$ cat src/rtl/core/rciv_pkg.sv
// Package for the rating curve inverse lookup: sizes, command and register
// codes, controller state types and the saturation helper.
// No dependencies.
`default_nettype none

package rciv_pkg;

  // Rating table geometry
  localparam int unsigned TableDepth = 256;
  localparam int unsigned IdxW       = $clog2(TableDepth);
  localparam int unsigned CntW       = $clog2(TableDepth + 1);
  localparam int unsigned DataW      = 32;
  localparam int unsigned HgtW       = DataW + IdxW;

  // Request codes
  localparam logic CmdWrite = 1'b0;
  localparam logic CmdQuery = 1'b1;

  // Configuration register indexes
  localparam int unsigned CfgIdxW = 2;
  localparam logic [CfgIdxW-1:0] CfgHeightStep = 2'd0;
  localparam logic [CfgIdxW-1:0] CfgEntryCount = 2'd1;

  // Reset values of the configuration registers
  localparam logic [DataW-1:0] HeightStepRst = 32'd655;
  localparam logic [CntW-1:0]  EntryCountRst = '0;

  typedef enum logic [2:0] {
    StIdle,
    StSrch,
    StMul,
    StEval,
    StDiv
  } state_e;

  // How the located segment is finished
  typedef enum logic [1:0] {
    ModeAbove,
    ModeMid,
    ModeInterp
  } mode_e;

  // Clamp a widened height to the 32-bit level range
  function automatic logic [DataW-1:0] sat_level(input logic [HgtW:0] v);
    logic [DataW-1:0] res;
    if (|v[HgtW:DataW]) begin
      res = '1;
    end else begin
      res = v[DataW-1:0];
    end
    return res;
  endfunction

endpackage

`default_nettype wire

$ cat src/rtl/core/rciv_div.sv
// Restoring divider, one quotient bit per cycle, for the interpolation step.
// Depends on rciv_pkg. The numerator's upper half must be below the divisor.
`default_nettype none

module rciv_div import rciv_pkg::*; (
  input  wire logic               clk_i,
  input  wire logic               rst_ni,
  input  wire logic               start_i,
  input  wire logic [2*DataW-1:0] num_i,
  input  wire logic [DataW-1:0]   den_i,
  output logic                    done_o,
  output logic [DataW-1:0]        quot_o
);

  localparam int unsigned StepW = $clog2(DataW);

  logic             run_q, run_d;
  logic             done_q, done_d;
  logic [StepW-1:0] cnt_q, cnt_d;
  logic [DataW-1:0] rem_q, rem_d;
  logic [DataW-1:0] lo_q, lo_d;
  logic [DataW-1:0] den_q, den_d;
  logic [DataW:0]   trial;
  logic [DataW:0]   diff;

  // One restoring step: shift in the next numerator bit, subtract if it fits
  always_comb begin
    trial  = {rem_q, lo_q[DataW-1]};
    diff   = trial - {1'b0, den_q};
    run_d  = run_q;
    done_d = 1'b0;
    cnt_d  = cnt_q;
    rem_d  = rem_q;
    lo_d   = lo_q;
    den_d  = den_q;
    if (start_i) begin
      run_d = 1'b1;
      cnt_d = '0;
      rem_d = num_i[2*DataW-1:DataW];
      lo_d  = num_i[DataW-1:0];
      den_d = den_i;
    end else if (run_q) begin
      if (!diff[DataW]) begin
        rem_d = diff[DataW-1:0];
        lo_d  = {lo_q[DataW-2:0], 1'b1};
      end else begin
        rem_d = trial[DataW-1:0];
        lo_d  = {lo_q[DataW-2:0], 1'b0};
      end
      cnt_d = cnt_q + StepW'(1);
      if (cnt_q == StepW'(DataW - 1)) begin
        run_d  = 1'b0;
        done_d = 1'b1;
      end
    end
  end

  // Control state
  always_ff @(posedge clk_i or negedge rst_ni) begin
    if (!rst_ni) begin
      run_q  <= 1'b0;
      done_q <= 1'b0;
      cnt_q  <= '0;
    end else begin
      run_q  <= run_d;
      done_q <= done_d;
      cnt_q  <= cnt_d;
    end
  end

  // Datapath
  always_ff @(posedge clk_i) begin
    rem_q <= rem_d;
    lo_q  <= lo_d;
    den_q <= den_d;
  end

  assign done_o = done_q;
  assign quot_o = lo_q;

endmodule

`default_nettype wire

$ cat config.mk
export PLATFORM = sky130hd
export DESIGN_NAME = rciv_div
export DESIGN_NICKNAME = d
export VERILOG_FILES = /design/src/rtl/core/rciv_pkg.sv /design/src/rtl/core/rciv_div.sv
export SDC_FILE = /design/constraint.sdc
export NUM_CORES = 1
export LEC_CHECK = 0
export ABC_AREA = 1
export ABC_CLOCK_PERIOD_IN_PS = 2700
export BUFFER_PORTS_ARGS = -buffer_cell sky130_fd_sc_hd__buf_2
export CORE_MARGIN = 4
export CORE_UTILIZATION = 30
export DETAILED_ROUTE_END_ITERATION = 10
export GPL_TIMING_DRIVEN = 0
export PLACE_DENSITY = 0.58
export SLEW_MARGIN = 10
export SYNTH_ARGS = -nofsm -noshare
export SYNTH_HDL_FRONTEND = slang
export SYNTH_SLANG_ARGS = --single-unit
$ cat constraint.sdc
create_clock -name clk_i -period 2.7 [get_ports clk_i]
set_input_delay 0.27 -clock clk_i [delete_from_list [all_inputs] [get_ports clk_i]]
set_output_delay 0.27 -clock clk_i [all_outputs]
set_load 0.01 [all_outputs]
==> flow_metrics.tcl <==
set metrics [dict create \
    netlist_instances 1025 \
    ctsHtreeMaxLevel 3 \
    core_um2 23600 \
    cpMostUsedCell "nand2_8" \
    period_share_pct 95.0 \
    initial_utilization_pct 30.8 \
    clock_sinks 103 \
    r2r-start "den_q[0]" \
    cp.required_ps 2840 \
    fmax_ghz 0.390 \
    fin_crit_ps 2560 \
    drt_wl_total_mm 21.2 \
    track_usage_pct 16.2 \
    instances_no_fill 1503 \
    gp_congestion 0.909 \
    r2r-end "rem_q[29]" \
    path_cells "ha_2, fa_2, inv_2, nand2_1, nand2_2, nand3_2, nand2_2, nand2_2, nand2_4, nand2_8, nand2_8, nand2_8, nand2_8, clkbuf_16, nand3_1, nand2_1, nand2_1" \
    dp.cells 1476 \
    fin_skew_ps 12.3 \
    critPathLaunchType "flip-flop" \
    numCtsBuffers 9 \
    grt_pass1_wl_mm 33.9 \
    whs_endpoint "den_q[2]" \
    netlist_area_um2 7260 \
    n_fill_cell 2569 \
    first_pass_iters 5 \
    min_from "den_i[2]" \
    vias 6604 \
    wl_per_cell_um 14.1 \
    grt_pass1_vias 6648 \
    whs_ps 66.0 \
    cp_num_buf_inv 2 \
    syn_nets 1159 \
    fin_nets 1312 \
    drtAntennaViolNets 0 \
    antenna_found_initial 1 \
    setup_viol 0 \
    io_pins 132 \
    slowest_delay_ps 410 \
    arrival_ps 2700 \
    finalPower_mw 9.18 \
    yosysWarningCount 0 \
    drc 0 \
    drive_gt1_share_pct 16.7 \
    fin_ws_ps 136 \
    area_delta_synth_final_pct 22.2 \
    status "completed" \
    tightest_slew_ps 614 \
    r2r_slack_ps 140 \
    port_buffers 131 \
    critPathKind "flip-flop to flip-flop" \
    maxCapViolations 0 \
    synth-seq-cells 103 \
    final_area_um2 8870 \
    ir_drop_mv 0.420 \
    die-area_um2 26800 \
    finalMaxSlewViolations 0 \
    cts_buffer_depth 2 \
    clk_pin_slew_ps 90 \
    layout_commonest_cell "nand2_1" \
    cp-startpoint "den_q[0]" \
    dp_hpwl_mm 16.8 \
    drtIter0Drc 379 \
    hold_viol_final 0 \
    grt_max_degree 43 \
    crit_family "simple AND/OR/NAND/NOR gates" \
    syn_avg_cell_area_um2 7.08 \
    preCtsSetupSlack_ps -457 \
    critical_path.endpoint_type "flip-flop" \
    synth_cell_types 35 \
    hold_path_class "input port to flip-flop" \
    crit_path_top_delay_cell "fa_2" \
    viasPerCell 4.39 \
    power_density_nw_per_um2 1030 \
    row_count 56 \
    placed_area_um2 8340 \
    cts_tree "built" \
    whs_path_depth 1 \
    die_h_um 164 \
    ys_seq_area_share_pct 42.1 \
    layout_common_cells "nand2_1 (450), inv_1 (178), buf_2 (130)" \
    p_leak_nw 4.83 \
    max_slew_margin_pct 59.0 \
    rr_worst_depth 17 \
    grt-ovfl-total 0 \
    critPathMaxFanout 6 \
    die_w_um 164 \
    clock_insertion_delay_worst_skew_ps 370 \
    cts_root_buf "clkbuf_16" \
]
==> power breakdown <==
part	switching, mW	leakage [nW]	internal [mW]	total, mW
combinational	3.35	3.58	2.05	5.40
clock	0.728	0.150	0.665	1.39
sequential	0.199	1.10	2.19	2.39
==> Yosys cell counts <==
library cell / number / area share [%]
a21o_1: 2 / 0.21
a21oi_1: 20 / 1.4
a21oi_2: 2 / 0.24
a21oi_4: 1 / 0.22
a31oi_1: 1 / 0.086
and2_1: 4 / 0.34
and3_1: 2 / 0.17
buf_1: 2 / 0.10
buf_2: 1 / 0.069
buf_4: 3 / 0.31
buf_6: 3 / 0.47
clkbuf_1: 13 / 0.67
clkinv_1: 1 / 0.052
dfrtp_1: 7 / 2.4
edfxtp_1: 96 / 40
fa_1: 1 / 0.28
ha_1: 34 / 5.9
inv_1: 179 / 9.3
inv_2: 8 / 0.41
nand2_1: 452 / 23
nand2_2: 8 / 0.69
nand2_4: 3 / 0.47
nand3_1: 91 / 6.3
nand3_2: 1 / 0.14
nand3_4: 1 / 0.24
nand3b_1: 13 / 1.3
nand4_1: 6 / 0.52
nor2_1: 42 / 2.2
nor2_2: 1 / 0.086
nor3_1: 10 / 0.69
nor4_1: 1 / 0.086
o21ai_0: 3 / 0.21
o21bai_1: 4 / 0.41
xnor2_1: 7 / 0.84
xor2_1: 2 / 0.24
==> worst register-to-register path, cell delays in order, from the launching register on <==
cell	delay [ps]
edfxtp_1	390
ha_2	220
fa_2	410
inv_2	70
nand2_1	60
nand2_2	70
nand3_2	70
nand2_2	100
nand2_2	80
nand2_4	100
nand2_8	90
nand2_8	100
nand2_8	80
nand2_8	130
clkbuf_16	150
nand3_1	70
nand2_1	80
nand2_1	50
==> area by class of cell <==
cell class | instances | area (um^2) | area share, %
Clock buffer | 9 | 225 | 2.54
Clock inverter | 7 | 78.8 | 0.889
Antenna cell | 1 | 2.50 | 0.0282
Timing Repair Buffer | 143 | 811 | 9.14
Inverter | 188 | 706 | 7.95
Sequential cell | 103 | 3060 | 34.5
Multi-Input combinational cell | 712 | 3470 | 39.1
Tap cell | 319 | 399 | 4.50
Buffer | 21 | 120 | 1.35
==> sequential cells by signal, summed over array words and instances (netlist names) <==
name	flops
run_q	1
rem_q	32
den_q	32
cnt_q	5
done_o	1
quot_o	32
==> routing by layer <==
metal | global-route usage [%] | vias to the layer above | wire length [um]
met5 | 0 | - | 13
met4 | 4.23 | 2 | 310
met3 | 4.54 | 21 | 1370
met2 | 26.4 | 158 | 9500
met1 | 21.1 | 2930 | 9970
li1 | - | 3493 | -
==> cell families after synthesis <==
group | share of synthesized area [%]
fa+ha+maj | 6.13
simple gates | 36.6
flops | 42.1
buf+inv | 11.3
xor+xnor | 1.09
compound gates | 2.76
==> what timing repair did <==
action,CTS,global route
endpoints found under the hold margin,7,0
pin swaps,1,7
endpoints found under the setup margin,71,32
cloned,0,2
setup buffers,1,7
gates resized for setup,3,19
hold buffers,1,0
==> worst max-delay path by stage <==
| stage | endpoint | slack (ps) | depth (start not counted) |
|---|---|---|---|
| 2_1_floorplan | quot_o[0] | 80 | 4 |
| 3_3_place_gp | rem_q[16] | -1980 | 5 |
| 3_5_place_dp | rem_q[18] | -460 | 6 |
| 4_1_cts | rem_q[18] | 10 | 18 |
| 5_1_grt | rem_q[17] | -8 | 17 |
| 6_report | rem_q[29] | 140 | 17 |
==> per-stage QoR <==
stage | util [%] | TNS, ps
6_report | 37.6 | 0
5_1_grt | 37.6 | -7.94
4_1_cts | 36.7 | 0
3_5_place_dp | 35.3 | -26390
3_3_place_gp | 35.2 | -129160
2_1_floorplan | - | 0
Power figures use the tool's default switching activity.
